==> src/hdl/bsc_pkg.sv <==
// ----------------------------------------------------------------------------
// bsc_pkg
// Shared types and codes for the banker's safety checker.
// ----------------------------------------------------------------------------
package bsc_pkg;

   localparam int DEF_MAX_PROCESSES = 8;
   localparam int DEF_MAX_RESOURCES = 3;
   localparam int DEF_COUNT_WIDTH   = 8;

   localparam int FIELD_WIDTH = 8;
   localparam int CSR_IDX_W   = 3;

   typedef enum logic [1:0] {
      FN_CLEAR   = 2'd0,
      FN_LOAD    = 2'd1,
      FN_REQUEST = 2'd2,
      FN_CHECK   = 2'd3
   } func_type;

   typedef enum logic [2:0] {
      ST_OK         = 3'd0,
      ST_BAD_PROC   = 3'd1,
      ST_OVER_NEED  = 3'd2,
      ST_OVER_AVAIL = 3'd3,
      ST_UNSAFE     = 3'd4,
      ST_BAD_LOAD   = 3'd5
   } status_type;

   typedef enum logic [CSR_IDX_W-1:0] {
      CSR_TOTAL0    = 3'd0,
      CSR_TOTAL1    = 3'd1,
      CSR_TOTAL2    = 3'd2,
      CSR_NUM_PROCS = 3'd3,
      CSR_NUM_RES   = 3'd4
   } csr_index_type;

   typedef struct packed {
      logic       latch;
      logic       clear;
      logic       load;
      logic       grant;
      logic       rollback;
      logic       scan_init;
      logic       scan_step;
      logic       seq_shift;
      logic       emit;
      status_type code;
      logic       last;
   } cmd_type;

   typedef struct packed {
      func_type   func;
      logic [2:0] pid;
      logic       bad_proc;
      logic       load_bad;
      status_type req_code;
      logic       row_fits;
      logic       count_full;
      logic       out_free;
   } dp_status_type;

endpackage

==> src/hdl/bsc_req_if.sv <==
// ----------------------------------------------------------------------------
// bsc_req_if
// Request channel: command, process row and amounts.
// ----------------------------------------------------------------------------
interface bsc_req_if;
   logic       valid;
   logic       ready;
   logic [1:0] func;
   logic [2:0] proc_index;
   logic [7:0] amount0;
   logic [7:0] amount1;
   logic [7:0] amount2;
   logic [7:0] held0;
   logic [7:0] held1;
   logic [7:0] held2;

   modport source (output valid, func, proc_index, amount0, amount1, amount2,
                   held0, held1, held2, input ready);
   modport sink (input valid, func, proc_index, amount0, amount1, amount2,
                 held0, held1, held2, output ready);
endinterface

==> src/hdl/bsc_rsp_if.sv <==
// ----------------------------------------------------------------------------
// bsc_rsp_if
// Response channel: status, safe sequence entry and available vector.
// ----------------------------------------------------------------------------
interface bsc_rsp_if;
   logic       valid;
   logic       ready;
   logic [2:0] status;
   logic [2:0] seq_proc;
   logic       last;
   logic [7:0] avail0;
   logic [7:0] avail1;
   logic [7:0] avail2;

   modport source (output valid, status, seq_proc, last, avail0, avail1, avail2,
                   input ready);
   modport sink (input valid, status, seq_proc, last, avail0, avail1, avail2,
                 output ready);
endinterface

==> src/hdl/bsc_datapath.sv <==
// ----------------------------------------------------------------------------
// bsc_datapath
// Allocation/need tables, available and work vectors, safe sequence and
// the response register.
// ----------------------------------------------------------------------------
module bsc_datapath #(
   parameter int MAX_PROCESSES = 8,
   parameter int MAX_RESOURCES = 3,
   parameter int COUNT_WIDTH   = 8,
   parameter int IW            = (MAX_PROCESSES > 1) ? $clog2(MAX_PROCESSES) : 1,
   parameter int PW            = $clog2(MAX_PROCESSES + 1)
) (
   input  logic                  clock,
   input  logic                  reset,
   input  bsc_pkg::cmd_type      cmd,
   input  logic [IW-1:0]         row_sel,
   output bsc_pkg::dp_status_type st,
   output logic [PW-1:0]         np_eff,
   input  logic [7:0]            total_cfg [3],
   input  logic [3:0]            num_procs_cfg,
   input  logic [1:0]            num_res_cfg,
   input  logic [1:0]            in_func,
   input  logic [2:0]            in_pid,
   input  logic [7:0]            in_amt [3],
   input  logic [7:0]            in_held [3],
   output logic                  rsp_valid,
   input  logic                  rsp_ready,
   output logic [2:0]            rsp_status,
   output logic [2:0]            rsp_seq_proc,
   output logic                  rsp_last,
   output logic [7:0]            rsp_avail [3]
);
   import bsc_pkg::*;

   localparam int EW = (COUNT_WIDTH > FIELD_WIDTH) ? COUNT_WIDTH : FIELD_WIDTH;
   localparam logic [COUNT_WIDTH-1:0] CMAX = '1;

   function automatic logic [COUNT_WIDTH-1:0] sat_in(input logic [7:0] v);
      logic [EW-1:0] ve;
      ve = EW'(v);
      return (ve > EW'(CMAX)) ? CMAX : ve[COUNT_WIDTH-1:0];
   endfunction

   function automatic logic [COUNT_WIDTH-1:0] sat_add(input logic [COUNT_WIDTH-1:0] a,
                                                      input logic [COUNT_WIDTH-1:0] b);
      logic [COUNT_WIDTH:0] s;
      s = {1'b0, a} + {1'b0, b};
      return s[COUNT_WIDTH] ? CMAX : s[COUNT_WIDTH-1:0];
   endfunction

   function automatic logic [7:0] to_field(input logic [COUNT_WIDTH-1:0] v);
      logic [EW-1:0] ve;
      ve = EW'(v);
      return ve[7:0];
   endfunction

   func_type               func_ff;
   logic [2:0]             pid_ff;
   logic [COUNT_WIDTH-1:0] amt_ff  [MAX_RESOURCES];
   logic [COUNT_WIDTH-1:0] held_ff [MAX_RESOURCES];

   logic [COUNT_WIDTH-1:0] alloc_ff [MAX_PROCESSES][MAX_RESOURCES];
   logic [COUNT_WIDTH-1:0] need_ff  [MAX_PROCESSES][MAX_RESOURCES];
   logic [COUNT_WIDTH-1:0] avail_ff [MAX_RESOURCES];
   logic [COUNT_WIDTH-1:0] work_ff  [MAX_RESOURCES];
   logic [MAX_PROCESSES-1:0] done_ff;
   logic [IW-1:0]          seq_ff [MAX_PROCESSES];
   logic [PW-1:0]          count_ff;

   logic                   rsp_valid_ff;
   status_type             status_ff;
   logic [2:0]             seqp_ff;
   logic                   last_ff;
   logic [7:0]             av_ff [3];

   logic [1:0]             nr_eff;
   logic [COUNT_WIDTH-1:0] freed [MAX_RESOURCES];
   logic                   load_bad;
   logic                   fits_all;
   status_type             req_code;

   always_comb begin
      if (num_procs_cfg == 4'd0)
         np_eff = PW'(1);
      else if (int'(num_procs_cfg) > MAX_PROCESSES)
         np_eff = PW'(MAX_PROCESSES);
      else
         np_eff = PW'(num_procs_cfg);
      if (num_res_cfg == 2'd0)
         nr_eff = 2'd1;
      else if (int'(num_res_cfg) > MAX_RESOURCES)
         nr_eff = 2'(MAX_RESOURCES);
      else
         nr_eff = num_res_cfg;
   end

   always_comb begin
      load_bad = 1'b0;
      fits_all = ~done_ff[row_sel];
      req_code = ST_OK;
      for (int j = 0; j < MAX_RESOURCES; j++) begin
         freed[j] = sat_add(avail_ff[j], alloc_ff[row_sel][j]);
         if (j < int'(nr_eff)) begin
            if (held_ff[j] > amt_ff[j] || held_ff[j] > freed[j])
               load_bad = 1'b1;
            if (need_ff[row_sel][j] > work_ff[j])
               fits_all = 1'b0;
         end
      end
      for (int j = MAX_RESOURCES - 1; j >= 0; j--) begin
         if (j < int'(nr_eff)) begin
            if (amt_ff[j] > need_ff[row_sel][j])
               req_code = ST_OVER_NEED;
            else if (amt_ff[j] > avail_ff[j])
               req_code = ST_OVER_AVAIL;
         end
      end
   end

   assign st.func       = func_ff;
   assign st.pid        = pid_ff;
   assign st.bad_proc   = (PW + 1)'(pid_ff) >= (PW + 1)'(np_eff);
   assign st.load_bad   = load_bad;
   assign st.req_code   = req_code;
   assign st.row_fits   = fits_all;
   assign st.count_full = count_ff == np_eff;
   assign st.out_free   = ~rsp_valid_ff | rsp_ready;

   always_ff @(posedge clock) begin
      if (reset) begin
         for (int i = 0; i < MAX_PROCESSES; i++) begin
            for (int j = 0; j < MAX_RESOURCES; j++) begin
               alloc_ff[i][j] <= '0;
               need_ff[i][j]  <= '0;
            end
         end
         for (int j = 0; j < MAX_RESOURCES; j++)
            avail_ff[j] <= '0;
         done_ff      <= '0;
         count_ff     <= '0;
         rsp_valid_ff <= 1'b0;
      end else begin
         if (cmd.latch) begin
            func_ff <= func_type'(in_func);
            pid_ff  <= in_pid;
            for (int j = 0; j < MAX_RESOURCES; j++) begin
               amt_ff[j]  <= sat_in(in_amt[j]);
               held_ff[j] <= sat_in(in_held[j]);
            end
         end
         if (cmd.clear) begin
            for (int j = 0; j < MAX_RESOURCES; j++)
               avail_ff[j] <= sat_in(total_cfg[j]);
            for (int i = 0; i < MAX_PROCESSES; i++) begin
               for (int j = 0; j < MAX_RESOURCES; j++) begin
                  alloc_ff[i][j] <= '0;
                  need_ff[i][j]  <= '0;
               end
            end
         end
         if (cmd.load) begin
            for (int j = 0; j < MAX_RESOURCES; j++) begin
               if (j < int'(nr_eff)) begin
                  avail_ff[j]          <= freed[j] - held_ff[j];
                  alloc_ff[row_sel][j] <= held_ff[j];
                  need_ff[row_sel][j]  <= amt_ff[j] - held_ff[j];
               end else begin
                  avail_ff[j]          <= freed[j];
                  alloc_ff[row_sel][j] <= '0;
                  need_ff[row_sel][j]  <= '0;
               end
            end
         end
         if (cmd.grant) begin
            for (int j = 0; j < MAX_RESOURCES; j++) begin
               if (j < int'(nr_eff)) begin
                  avail_ff[j]          <= avail_ff[j] - amt_ff[j];
                  alloc_ff[row_sel][j] <= sat_add(alloc_ff[row_sel][j], amt_ff[j]);
                  need_ff[row_sel][j]  <= need_ff[row_sel][j] - amt_ff[j];
               end
            end
         end
         if (cmd.rollback) begin
            for (int j = 0; j < MAX_RESOURCES; j++) begin
               if (j < int'(nr_eff)) begin
                  avail_ff[j]          <= avail_ff[j] + amt_ff[j];
                  alloc_ff[row_sel][j] <= alloc_ff[row_sel][j] - amt_ff[j];
                  need_ff[row_sel][j]  <= need_ff[row_sel][j] + amt_ff[j];
               end
            end
         end
         if (cmd.scan_init) begin
            for (int j = 0; j < MAX_RESOURCES; j++)
               work_ff[j] <= avail_ff[j];
            done_ff  <= '0;
            count_ff <= '0;
         end
         if (cmd.scan_step && fits_all) begin
            done_ff[row_sel] <= 1'b1;
            for (int j = 0; j < MAX_RESOURCES; j++) begin
               if (j < int'(nr_eff))
                  work_ff[j] <= sat_add(work_ff[j], alloc_ff[row_sel][j]);
            end
            seq_ff[count_ff[IW-1:0]] <= row_sel;
            count_ff <= count_ff + PW'(1);
         end
         if (cmd.seq_shift) begin
            for (int k = 0; k < MAX_PROCESSES - 1; k++)
               seq_ff[k] <= seq_ff[k + 1];
         end
         if (cmd.emit)
            rsp_valid_ff <= 1'b1;
         else if (rsp_ready)
            rsp_valid_ff <= 1'b0;
         if (cmd.emit) begin
            status_ff    <= cmd.code;
            seqp_ff      <= cmd.seq_shift ? 3'(seq_ff[0]) : 3'd0;
            last_ff      <= cmd.last;
            for (int j = 0; j < 3; j++)
               av_ff[j] <= (j < MAX_RESOURCES) ? to_field(avail_ff[j]) : 8'd0;
         end
      end
   end

   assign rsp_valid    = rsp_valid_ff;
   assign rsp_status   = status_ff;
   assign rsp_seq_proc = seqp_ff;
   assign rsp_last     = last_ff;
   assign rsp_avail    = av_ff;

   a_count_bound: assert property (@(posedge clock) disable iff (reset)
      cmd.scan_step |-> count_ff <= np_eff) else $error("scan count beyond rows in use");

   a_done_count: assert property (@(posedge clock) disable iff (reset)
      $countones(done_ff) == int'(count_ff)) else $error("done bits and count disagree");

   a_emit_valid: assert property (@(posedge clock) disable iff (reset)
      cmd.emit |=> rsp_valid_ff) else $error("emitted beat not presented");

endmodule

==> src/hdl/bsc_ctrl.sv <==
// ----------------------------------------------------------------------------
// bsc_ctrl
// Sequencer: decode, trial grant, row-by-row safety scan, rollback, emit.
// ----------------------------------------------------------------------------
module bsc_ctrl #(
   parameter int MAX_PROCESSES = 8,
   parameter int IW            = (MAX_PROCESSES > 1) ? $clog2(MAX_PROCESSES) : 1,
   parameter int PW            = $clog2(MAX_PROCESSES + 1)
) (
   input  logic                   clock,
   input  logic                   reset,
   input  logic                   req_valid,
   output logic                   req_ready,
   input  bsc_pkg::dp_status_type st,
   input  logic [PW-1:0]          np_eff,
   output bsc_pkg::cmd_type       cmd,
   output logic [IW-1:0]          row_sel
);
   import bsc_pkg::*;

   typedef enum logic [2:0] {
      S_IDLE, S_DECODE, S_START, S_SCAN, S_CHECK, S_ROLLBACK, S_SEQ, S_RESULT
   } state_type;

   state_type     state_ff, state_in;
   logic [IW-1:0] row_ff, row_in;
   logic [PW-1:0] pass_ff, pass_in;
   logic [PW-1:0] k_ff, k_in;
   logic          prog_ff, prog_in;
   status_type    code_ff, code_in;

   always_comb begin
      state_in  = state_ff;
      row_in    = row_ff;
      pass_in   = pass_ff;
      k_in      = k_ff;
      prog_in   = prog_ff;
      code_in   = code_ff;
      cmd       = '0;
      cmd.code  = ST_OK;
      row_sel   = IW'(st.pid);
      req_ready = 1'b0;
      case (state_ff)
         S_IDLE: begin
            req_ready = 1'b1;
            if (req_valid) begin
               cmd.latch = 1'b1;
               state_in  = S_DECODE;
            end
         end
         S_DECODE: begin
            state_in = S_RESULT;
            code_in  = ST_OK;
            if (st.func == FN_CLEAR) begin
               cmd.clear = 1'b1;
            end else if (st.func == FN_CHECK) begin
               state_in = S_START;
            end else if (st.bad_proc) begin
               code_in = ST_BAD_PROC;
            end else if (st.func == FN_LOAD) begin
               if (st.load_bad)
                  code_in = ST_BAD_LOAD;
               else
                  cmd.load = 1'b1;
            end else if (st.req_code != ST_OK) begin
               code_in = st.req_code;
            end else begin
               cmd.grant = 1'b1;
               state_in  = S_START;
            end
         end
         S_START: begin
            cmd.scan_init = 1'b1;
            row_in        = '0;
            pass_in       = '0;
            prog_in       = 1'b0;
            state_in      = S_SCAN;
         end
         S_SCAN: begin
            row_sel       = row_ff;
            cmd.scan_step = 1'b1;
            if (st.row_fits)
               prog_in = 1'b1;
            if (PW'(row_ff) + PW'(1) == np_eff)
               state_in = S_CHECK;
            else
               row_in = row_ff + IW'(1);
         end
         S_CHECK: begin
            if (st.count_full) begin
               k_in     = '0;
               state_in = S_SEQ;
            end else if (!prog_ff || pass_ff + PW'(1) == np_eff) begin
               code_in  = ST_UNSAFE;
               state_in = (st.func == FN_REQUEST) ? S_ROLLBACK : S_RESULT;
            end else begin
               pass_in  = pass_ff + PW'(1);
               row_in   = '0;
               prog_in  = 1'b0;
               state_in = S_SCAN;
            end
         end
         S_ROLLBACK: begin
            cmd.rollback = 1'b1;
            state_in     = S_RESULT;
         end
         S_SEQ: begin
            if (st.out_free) begin
               cmd.emit      = 1'b1;
               cmd.seq_shift = 1'b1;
               cmd.last      = (k_ff + PW'(1) == np_eff);
               k_in          = k_ff + PW'(1);
               if (cmd.last)
                  state_in = S_IDLE;
            end
         end
         S_RESULT: begin
            cmd.code = code_ff;
            if (st.out_free) begin
               cmd.emit = 1'b1;
               cmd.last = 1'b1;
               state_in = S_IDLE;
            end
         end
         default: state_in = S_IDLE;
      endcase
   end

   always_ff @(posedge clock) begin
      if (reset) begin
         state_ff <= S_IDLE;
         row_ff   <= '0;
         pass_ff  <= '0;
         k_ff     <= '0;
         prog_ff  <= 1'b0;
         code_ff  <= ST_OK;
      end else begin
         state_ff <= state_in;
         row_ff   <= row_in;
         pass_ff  <= pass_in;
         k_ff     <= k_in;
         prog_ff  <= prog_in;
         code_ff  <= code_in;
      end
   end

   a_accept_idle: assert property (@(posedge clock) disable iff (reset)
      (req_valid && req_ready) |=> state_ff == S_DECODE) else $error("accept outside idle");

   a_pass_bound: assert property (@(posedge clock) disable iff (reset)
      (state_ff == S_SCAN || state_ff == S_CHECK) |-> pass_ff < np_eff)
      else $error("scan pass overrun");

   a_row_bound: assert property (@(posedge clock) disable iff (reset)
      state_ff == S_SCAN |-> PW'(row_ff) < np_eff) else $error("scan row overrun");

endmodule

==> src/hdl/bankers_safety_checker_top.sv <==
// ----------------------------------------------------------------------------
// bankers_safety_checker_top
// Banker's-algorithm resource manager with sequential safety scan.
// ----------------------------------------------------------------------------
// One request beat is taken at a time. Clear, load and rejected requests get
// their single response beat after decode. A request that passes its checks,
// or a safety check, runs the scan one process row per cycle, with a check
// state after each pass and at most P passes for P rows in use, followed by
// one response beat per safe-sequence entry (P beats when safe); when unsafe,
// a request is rolled back before the single beat. Configuration must be
// written through csr_we/csr_index/csr_wdata only while the block is idle;
// the block itself does not enforce this.
module bankers_safety_checker_top #(
   parameter int MAX_PROCESSES = bsc_pkg::DEF_MAX_PROCESSES,
   parameter int MAX_RESOURCES = bsc_pkg::DEF_MAX_RESOURCES,
   parameter int COUNT_WIDTH   = bsc_pkg::DEF_COUNT_WIDTH
) (
   input  logic                          clock,
   input  logic                          reset,
   bsc_req_if.sink                       req,
   bsc_rsp_if.source                     rsp,
   input  logic                          csr_we,
   input  logic [bsc_pkg::CSR_IDX_W-1:0] csr_index,
   input  logic [7:0]                    csr_wdata
);
   import bsc_pkg::*;

   localparam int IW = (MAX_PROCESSES > 1) ? $clog2(MAX_PROCESSES) : 1;
   localparam int PW = $clog2(MAX_PROCESSES + 1);

   logic [7:0]    total_ff [3];
   logic [3:0]    num_procs_ff;
   logic [1:0]    num_res_ff;

   cmd_type       cmd;
   dp_status_type st;
   logic [IW-1:0] row_sel;
   logic [PW-1:0] np_eff;
   logic [7:0]    in_amt [3];
   logic [7:0]    in_held [3];
   logic [7:0]    out_avail [3];

   always_ff @(posedge clock) begin
      if (reset) begin
         for (int j = 0; j < 3; j++)
            total_ff[j] <= '0;
         num_procs_ff <= 4'd8;
         num_res_ff   <= 2'd3;
      end else if (csr_we) begin
         case (csr_index_type'(csr_index))
            CSR_TOTAL0:    total_ff[0]  <= csr_wdata;
            CSR_TOTAL1:    total_ff[1]  <= csr_wdata;
            CSR_TOTAL2:    total_ff[2]  <= csr_wdata;
            CSR_NUM_PROCS: num_procs_ff <= csr_wdata[3:0];
            CSR_NUM_RES:   num_res_ff   <= csr_wdata[1:0];
            default: ;
         endcase
      end
   end

   assign in_amt[0]  = req.amount0;
   assign in_amt[1]  = req.amount1;
   assign in_amt[2]  = req.amount2;
   assign in_held[0] = req.held0;
   assign in_held[1] = req.held1;
   assign in_held[2] = req.held2;

   assign rsp.avail0 = out_avail[0];
   assign rsp.avail1 = out_avail[1];
   assign rsp.avail2 = out_avail[2];

   bsc_ctrl #(
      .MAX_PROCESSES (MAX_PROCESSES),
      .IW            (IW),
      .PW            (PW)
   ) u_ctrl (
      .clock     (clock),
      .reset     (reset),
      .req_valid (req.valid),
      .req_ready (req.ready),
      .st        (st),
      .np_eff    (np_eff),
      .cmd       (cmd),
      .row_sel   (row_sel)
   );

   bsc_datapath #(
      .MAX_PROCESSES (MAX_PROCESSES),
      .MAX_RESOURCES (MAX_RESOURCES),
      .COUNT_WIDTH   (COUNT_WIDTH),
      .IW            (IW),
      .PW            (PW)
   ) u_datapath (
      .clock         (clock),
      .reset         (reset),
      .cmd           (cmd),
      .row_sel       (row_sel),
      .st            (st),
      .np_eff        (np_eff),
      .total_cfg     (total_ff),
      .num_procs_cfg (num_procs_ff),
      .num_res_cfg   (num_res_ff),
      .in_func       (req.func),
      .in_pid        (req.proc_index),
      .in_amt        (in_amt),
      .in_held       (in_held),
      .rsp_valid     (rsp.valid),
      .rsp_ready     (rsp.ready),
      .rsp_status    (rsp.status),
      .rsp_seq_proc  (rsp.seq_proc),
      .rsp_last      (rsp.last),
      .rsp_avail     (out_avail)
   );

endmodule

==> src/flat_wrapper.sv <==
// flat-port wrapper written by rule: the top's interface ports become plain ports
module bankers_safety_checker_top_flat import bsc_pkg::*;
#(
   parameter int MAX_PROCESSES = bsc_pkg::DEF_MAX_PROCESSES,
   parameter int MAX_RESOURCES = bsc_pkg::DEF_MAX_RESOURCES,
   parameter int COUNT_WIDTH   = bsc_pkg::DEF_COUNT_WIDTH
)
  (clock, reset, csr_we, csr_index, csr_wdata, req_valid, req_func, req_proc_index, req_amount0, req_amount1, req_amount2, req_held0, req_held1, req_held2, req_ready, rsp_valid, rsp_status, rsp_seq_proc, rsp_last, rsp_avail0, rsp_avail1, rsp_avail2, rsp_ready);
  bsc_req_if req_i ();
  bsc_rsp_if rsp_i ();
  input  logic clock;
  input  logic reset;
  input  logic csr_we;
  input  logic [bsc_pkg::CSR_IDX_W-1:0] csr_index;
  input  logic [7:0] csr_wdata;
  input wire logic [$bits(req_i.valid)-1:0] req_valid;
  input wire logic [$bits(req_i.func)-1:0] req_func;
  input wire logic [$bits(req_i.proc_index)-1:0] req_proc_index;
  input wire logic [$bits(req_i.amount0)-1:0] req_amount0;
  input wire logic [$bits(req_i.amount1)-1:0] req_amount1;
  input wire logic [$bits(req_i.amount2)-1:0] req_amount2;
  input wire logic [$bits(req_i.held0)-1:0] req_held0;
  input wire logic [$bits(req_i.held1)-1:0] req_held1;
  input wire logic [$bits(req_i.held2)-1:0] req_held2;
  output wire logic [$bits(req_i.ready)-1:0] req_ready;
  output wire logic [$bits(rsp_i.valid)-1:0] rsp_valid;
  output wire logic [$bits(rsp_i.status)-1:0] rsp_status;
  output wire logic [$bits(rsp_i.seq_proc)-1:0] rsp_seq_proc;
  output wire logic [$bits(rsp_i.last)-1:0] rsp_last;
  output wire logic [$bits(rsp_i.avail0)-1:0] rsp_avail0;
  output wire logic [$bits(rsp_i.avail1)-1:0] rsp_avail1;
  output wire logic [$bits(rsp_i.avail2)-1:0] rsp_avail2;
  input wire logic [$bits(rsp_i.ready)-1:0] rsp_ready;
  assign req_i.valid = req_valid;
  assign req_i.func = req_func;
  assign req_i.proc_index = req_proc_index;
  assign req_i.amount0 = req_amount0;
  assign req_i.amount1 = req_amount1;
  assign req_i.amount2 = req_amount2;
  assign req_i.held0 = req_held0;
  assign req_i.held1 = req_held1;
  assign req_i.held2 = req_held2;
  assign req_ready = req_i.ready;
  assign rsp_valid = rsp_i.valid;
  assign rsp_status = rsp_i.status;
  assign rsp_seq_proc = rsp_i.seq_proc;
  assign rsp_last = rsp_i.last;
  assign rsp_avail0 = rsp_i.avail0;
  assign rsp_avail1 = rsp_i.avail1;
  assign rsp_avail2 = rsp_i.avail2;
  assign rsp_i.ready = rsp_ready;
  bankers_safety_checker_top #(.MAX_PROCESSES(MAX_PROCESSES), .MAX_RESOURCES(MAX_RESOURCES), .COUNT_WIDTH(COUNT_WIDTH)) u_core (.clock(clock), .reset(reset), .req(req_i), .rsp(rsp_i), .csr_we(csr_we), .csr_index(csr_index), .csr_wdata(csr_wdata));
endmodule
==> config.mk <==
export PLATFORM = sky130hd
export DESIGN_NAME = bankers_safety_checker_top_flat
export DESIGN_NICKNAME = d
export VERILOG_FILES = /design/src/hdl/bsc_pkg.sv /design/src/hdl/bsc_req_if.sv /design/src/hdl/bsc_rsp_if.sv /design/src/hdl/bsc_datapath.sv /design/src/hdl/bsc_ctrl.sv /design/src/hdl/bankers_safety_checker_top.sv /design/src/flat_wrapper.sv
export SDC_FILE = /design/constraint.sdc
export NUM_CORES = 1
export LEC_CHECK = 0
export ABC_CLOCK_PERIOD_IN_PS = 22700
export BUFFER_PORTS_ARGS = -buffer_cell sky130_fd_sc_hd__buf_2
export CORE_UTILIZATION = 60
export DETAILED_ROUTE_END_ITERATION = 10
export PLACE_DENSITY = 0.73
export SYNTH_ARGS = -nofsm -noshare
export SYNTH_HDL_FRONTEND = slang
export SYNTH_SLANG_ARGS = --single-unit
==> constraint.sdc <==
create_clock -name clock -period 22.7 [get_ports clock]
set_input_delay 5.675 -clock clock [delete_from_list [all_inputs] [get_ports clock]]
set_output_delay 5.675 -clock clock [all_outputs]
set_load 0.01 [all_outputs]
### After elaboration in Yosys (flattened, before gate mapping)

Memories as Yosys holds them, arrays and structs flattened. A register that Yosys moved wholly into a read port is not among the register bits.
Cells that the tools add are included.

* register bits: 94
* RAM bits: 504
* input port bits: 69
* output and inout port bits: 33
* word-level logic and storage cells: 521
* memories: 7

Memory list
* u_core.u_datapath.alloc_ff: depth 8, bits a word 24, read ports 1, clocked after Yosys merged registers in 0, write ports 8, line bsc_datapath.sv:62 `logic [COUNT_WIDTH-1:0] alloc_ff [MAX_PROCESSES][MAX_RESOURCES];`
* u_core.u_datapath.need_ff: depth 8, bits a word 24, read ports 1, clocked after Yosys merged registers in 0, write ports 8, line bsc_datapath.sv:63 `logic [COUNT_WIDTH-1:0] need_ff [MAX_PROCESSES][MAX_RESOURCES];`
* u_core.u_datapath.amt_ff: depth 3, bits a word 8, read ports 3, clocked after Yosys merged registers in 0, write ports 3, line bsc_datapath.sv:59 `logic [COUNT_WIDTH-1:0] amt_ff [MAX_RESOURCES];`
* u_core.u_datapath.avail_ff: depth 3, bits a word 8, read ports 3, clocked after Yosys merged registers in 0, write ports 3, line bsc_datapath.sv:64 `logic [COUNT_WIDTH-1:0] avail_ff [MAX_RESOURCES];`
* u_core.u_datapath.held_ff: depth 3, bits a word 8, read ports 3, clocked after Yosys merged registers in 0, write ports 3, line bsc_datapath.sv:60 `logic [COUNT_WIDTH-1:0] held_ff [MAX_RESOURCES];`
* u_core.u_datapath.seq_ff: depth 8, bits a word 3, read ports 8, clocked after Yosys merged registers in 1, write ports 7, line bsc_datapath.sv:67 `logic [IW-1:0] seq_ff [MAX_PROCESSES];`
* +1 memories

* $add $sub $neg: 35
* order comparisons: 31
* equal/unequal tests: 29
* multiplexer cells: 273
* bitwise logic cells: 89
* reductions and logical operators: 36

Operator list (number)
* $mux W8: 105
* $gt A8 B8 Y1: 15
* $sub A8 B8 Y8: 15
* $mux W3: 37
* $mux W1: 102
* $or A1 B1 Y1: 85
* $add A8 B8 Y9: 9
* $gt A8 B8 Y1 const B: 9
* $add A8 B8 Y8: 6
* $mux W24: 2
* $reduce_or A24 Y1: 2
* $mux W4: 8
* $pmux W3 S8: 1
* $mux W2: 9
* $eq A4 B4 Y1: 4
* $ne A2 B2 Y1 const B: 8
* $pmux W4 S2: 2
* $eq A3 B3 Y1 const B: 5
* $reduce_and A2 Y1: 7
* $add A4 B1 Y4 const B: 3
* $eq A3 B2 Y1 const B: 4
* $reduce_bool A2 Y1: 5
* $pmux W3 S3: 1
* $reduce_and A3 Y1: 3
* 29 further kinds: 46

### Longest topological paths before layout

An unclocked memory read counts as a cell.

* depth in word-level cells: 27
* mapped depth: 37
* depth with buffers taken out: 30

### Modules after synthesis

A second synthesis with hierarchy kept.

* cell total of the unflattened synthesis: 3379
* area, all modules: 35632.9 sq um

By module, submodules not included
* bsc_datapath: instances 1, cells each 3082, area an instance 32967.9 sq um, seq. area each 16475.8 sq um
* bsc_ctrl: instances 1, cells each 181, area an instance 1408.9 sq um, seq. area each 360.3 sq um
* bankers_safety_checker_top: instances 1, cells each 116, area an instance 1256.2 sq um, seq. area each 600.6 sq um

### Worst setup path before layout

Ideal clock, no wire load.

* path kind: input-to-reg
* start: in reset
* end: mem u_core.u_datapath.alloc_ff[7][16] in the netlist's numbering, enable pin
* setup time: 372 ps
* arrival: 8156 ps
* required time: 22328 ps
* path slack: 14173 ps
* cell stages on the path: 11
* path buffers: 4
* cells stage by stage: clkbuf_1 > inv_1 > nand4_1 > or3_1 > or2_2 > clkbuf_1 > buf_2 > nand3_1 > nand2_1 > buf_2 > nand2_1

RTL lines
* start, declared: line flat_wrapper.sv:12 `input logic reset;`
* end, declared: line bsc_datapath.sv:62

==> impl.org <==
** Status
- The run finished with clean final reports.

** Place
- After detailed placement, the design holds a cell count of approximately 4200.
- Detailed placement finished with a half-perimeter wire length of about 81000 µm.
- The congestion estimate from routability-driven global placement came to 1.05.
- Summing all placed instances gives a cell area of about 37000 µm².
- Buffers placed on the I/O ports in this run total between 100 and 150.

** Clock tree
- Deepest level of the CTS H-tree :: 3
- The number of hold buffers added after CTS was 0.
- In this run the deepest clock path goes through 3 buffers.
- The root buffer cell chosen for the clock tree is sky130_fd_sc_hd__clkbuf_16.
- The clock drives about 600 sinks.
- Clock tree from TritonCTS :: yes
- Clk slew on worst S/H paths :: around 0.06 ns
- Post-CTS timing repair inserted 0 buffers for setup.
- Count of cells resized by post-cts repair :: 0
- The clock reaches the later pin of the worst-skew pair after between 0.6 and 0.7 ns.
- Counting the buffers created by CTS gives 66.

** Setup path
- The setup path with the least slack is of type flip-flop to flip-flop.
- Beginning of the critical path :: u_core.u_ctrl.state_ff[0]
- Data arrival, critical path :: ~11 ns
- Among all stages on the critical path, the largest delay is contributed by sky130_fd_sc_hd__dfxtp_1.
- For this run, the slowest stage of the critical path takes between 0.7 and 0.8 ns.
- Peak fanout along the critical path :: 33
- Most common cell type on the critical path :: sky130_fd_sc_hd__nand2_1
- STA classifies the critical path endpoint as a flip-flop.
- The worst register-to-register path ends at u_core.u_datapath.alloc_ff[5][23].
- The number of buffers and inverters on the critical path is 3.
- Launch point of the worst reg-to-reg path :: u_core.u_ctrl.state_ff[0]
- STA classifies the critical path startpoint as a flip-flop.
- Critical path required time :: between 20 and 25 ns
- Kind of cell adding the most delay to the critical path :: simple AND/OR/NAND/NOR gates
- The setup check on the worst reg-to-reg path leaves a slack of roughly 12 ns.
- Worst Reg-to-Reg Cells :: 29

** Route
- Wire length reported by the detailed router :: roughly 110000 µm
- Number of remaining DRC errors :: 0
- Once detail routing completed, the nets flagged for antenna violations numbered 0.
- Vias :: around 29000
- The pre-antenna-repair detailed-routing pass consisted of 6 iterations.
- After detailed routing, the average wire length per cell comes to 26.3 µm.
- In this run, the number of DRC markers left after iteration 0 of detailed routing was around 3200.
- After detailed routing, the number of vias per cell comes to 6.63.

** Worst hold path
- For hold timing, the worst endpoint is u_core.total_ff[11].
- Along the worst hold path, the cell count comes to 2.
- Path category of the worst min-delay check :: flip-flop to flip-flop
- In this run the most critical hold path is launched from u_core.total_ff[11].

** Timing
- Across all hold checks on the routed design, the worst slack comes to roughly 0.46 ns.
- Setup repair after global routing left no endpoint under its margin.
- Number of failing hold endpoints at the final stage :: 0
- Highest clock frequency the design can meet :: roughly 0.094 GHz
- Pins Over Slew Limit :: 0
- Transition time at the pin with the least slew margin :: 1.31 ns
- Headroom to the max-slew limit came out at 0.122.
- Minimum period implied by the final worst setup slack :: between 10 and 15 ns
- For the final routed database, the setup TNS stands at 0 ns.
- On the final layout, the worst clock skew is about 0.029 ns.
- Number of setup violations in the final report :: 0
- Fraction of the cycle the final worst path needs :: 0.469

** Synthesis
- After synthesis, the share of flip-flops with an asynchronous set or reset is 0.
- The cell count after synthesis came out at 3393.
- Post-synthesis register bit count :: 601
- The most used flip-flop cell after synthesis is sky130_fd_sc_hd__edfxtp_1.
- Counting flops with a built-in enable in the synthesized netlist gives between 500 and 600.
- Post-synthesis net count :: roughly 3800
- The mapped netlist covers between 30000 and 40000 µm².
- The Yosys step of the flow raised 0 warnings.
- Post-synthesis sequential area ratio :: 0.497
- In this run, distinct cell masters in the synthesized netlist total between 80 and 90.
- Avg Synthesized Cell Area :: 10.3 µm²

** Die
- Rows :: between 80 and 90
- Starting utilization of the core area :: 0.608
- Floorplan Core Area :: 57700 µm²
- Die area :: 59400 µm²
- Overall die width :: about 240 µm
- I/O pin total :: about 100
- In this run the vertical extent of the chip is about 240 µm.

** Final layout
- Most common cell after layout, fill and taps aside :: sky130_fd_sc_hd__edfxtp_1
- In the layout the commonest cells are sky130_fd_sc_hd__edfxtp_1 (540), sky130_fd_sc_hd__nor2_1 (520), sky130_fd_sc_hd__ha_1 (262), sky130_fd_sc_hd__nand2_1 (246), sky130_fd_sc_hd__inv_1 (172).
- Area growth, synth to finish :: 10.8%
- Post-Layout Cell Count :: 4310
- The final layout contains slightly below 4000 nets.
- Of the cells placed in the final design, the portion with a size suffix greater than 1 is 0.104.
- With fillers left out, the area of the finished cells amounts to between 30000 and 40000 µm².

** Power
- In this run the power density over the cells is 119 nW/µm².
- For this design the static power due to leakage is between 15 and 20 nW.
- VDD sags by at most 87.4 µV.

** Run
- Max-Cap Viols :: 0

** Global route
- After global routing the overflow that remains totals 0.
- Number of antenna violations at the first check in global routing :: 0
- The number of global-route vias before repair is roughly 28000.
- Global-route wire length before repair :: 168000 µm
- Pin count of the biggest net entering global routing :: around 60
- Total Routing Usage GR :: 0.378
==> area by class of cell <==
cell class              count  area, µm²
diodes                      1       2.50
multi-input cells        2466      16500
inverters                 172        646
fillers                  4476      18800
repair buffers            186       1140
well taps                 765        957
clock inverters            41        462
flip-flops and latches    601      17400
clock buffers              78       1750
==> metal layers <==
metal | global-route usage | vias up | routed length (µm)
met5 | 0 | - | 0
met4 | 0.237 | 0 | 8070
met3 | 0.0643 | 470 | 10100
met2 | 0.623 | 1708 | 53700
met1 | 0.463 | 13700 | 41500
li1 | - | 12700 | -
==> stage by stage <==
step / total power, W / setup slack [ns] / utilization
final: 0.00464 / 12.05 / 0.674
after floorplan: 0.00284 / 14.17 / -
after detailed placement: 0.00348 / 12.32 / 0.636
after global placement: 0.00342 / 12.60 / 0.636
after global routing: 0.00486 / 11.44 / 0.674
after CTS: 0.00459 / 12.31 / 0.674
==> power by group <==
| part | leakage, nW | switching (W) | internal, W |
|---|---|---|---|
| clock network | 1.07 | 0.000469 | 0.000639 |
| logic | 8.28 | 0.00130 | 0.000800 |
| registers | 5.95 | 0.0000897 | 0.00134 |
| total | 15.3 | 0.00186 | 0.00278 |
==> kinds of logic after synthesis <==
kind of cell	after synthesis	synth area share
AND/OR/NAND/NOR	1139	0.146
buffers and inverters	326	0.0360
adder cells (fa/ha/maj)	292	0.111
AO/OA/AOI/OAI	880	0.169
multiplexers	40	0.0125
flip-flops	601	0.497
XOR/XNOR	115	0.0287
==> cell usage after synthesis (24+ instances only) <==
cell type	count	share of area
sky130_fd_sc_hd__a211oi_1	24	0.0051
sky130_fd_sc_hd__a21o_1	49	0.010
sky130_fd_sc_hd__a21oi_1	166	0.024
sky130_fd_sc_hd__buf_2	25	0.0036
sky130_fd_sc_hd__clkbuf_1	116	0.012
sky130_fd_sc_hd__dfxtp_1	61	0.035
sky130_fd_sc_hd__edfxtp_1	540	0.46
sky130_fd_sc_hd__fa_1	30	0.017
sky130_fd_sc_hd__ha_1	262	0.093
sky130_fd_sc_hd__inv_1	172	0.018
sky130_fd_sc_hd__mux2i_1	25	0.0071
sky130_fd_sc_hd__nand2_1	249	0.027
sky130_fd_sc_hd__nand2b_1	41	0.0073
sky130_fd_sc_hd__nand3_1	51	0.0073
sky130_fd_sc_hd__nor2_1	523	0.056
sky130_fd_sc_hd__nor2b_1	56	0.010
sky130_fd_sc_hd__nor3_1	77	0.011
sky130_fd_sc_hd__nor4_1	55	0.0098
sky130_fd_sc_hd__o21a_1	60	0.013
sky130_fd_sc_hd__o21ai_0	153	0.022
sky130_fd_sc_hd__o21bai_1	30	0.0064
sky130_fd_sc_hd__o221ai_1	24	0.0060
sky130_fd_sc_hd__o22ai_1	155	0.028
sky130_fd_sc_hd__xnor2_1	66	0.016
sky130_fd_sc_hd__xor2_1	49	0.012
==> flip-flops by register name (all words and copies together), names as in the netlist, 2 cells and up <==
register	cells
u_core.u_datapath.alloc_ff	192
u_core.u_datapath.need_ff	192
u_core.total_ff	24
u_core.u_datapath.amt_ff	24
u_core.u_datapath.avail_ff	24
u_core.u_datapath.held_ff	24
u_core.u_datapath.rsp_avail	24
u_core.u_datapath.seq_ff	24
u_core.u_datapath.work_ff	24
u_core.u_datapath.done_ff	8
u_core.num_procs_ff	4
u_core.u_ctrl.k_ff	4
u_core.u_ctrl.pass_ff	4
u_core.u_datapath.count_ff	4
u_core.u_ctrl.code_ff	3
u_core.u_ctrl.row_ff	3
u_core.u_ctrl.state_ff	3
u_core.u_datapath.pid_ff	3
u_core.u_datapath.rsp_seq_proc	3
u_core.u_datapath.rsp_status	3
u_core.num_res_ff	2
u_core.u_datapath.func_ff	2
==> worst min-delay path, delay by kind of cell, from the launching register on <==
kind / cells / cell delay, ns
AO/OA/AOI/OAI: 1 / 0.05
flip-flops: 1 / 0.31
AND/OR/NAND/NOR: 1 / 0.05
==> worst max-delay path by stage <==
stage / end / depth (start not counted)
after floorplan: u_core.u_datapath.alloc_ff[7][16] / 11
final: u_core.u_datapath.alloc_ff[5][23] / 29
after detailed placement: u_core.u_datapath.alloc_ff[5][19] / 29
after CTS: u_core.u_datapath.need_ff[5][16] / 29
after global placement: u_core.u_datapath.alloc_ff[5][19] / 29
after global routing: u_core.u_datapath.need_ff[5][21] / 29
Note: power is estimated with default switching activity, not from simulation.
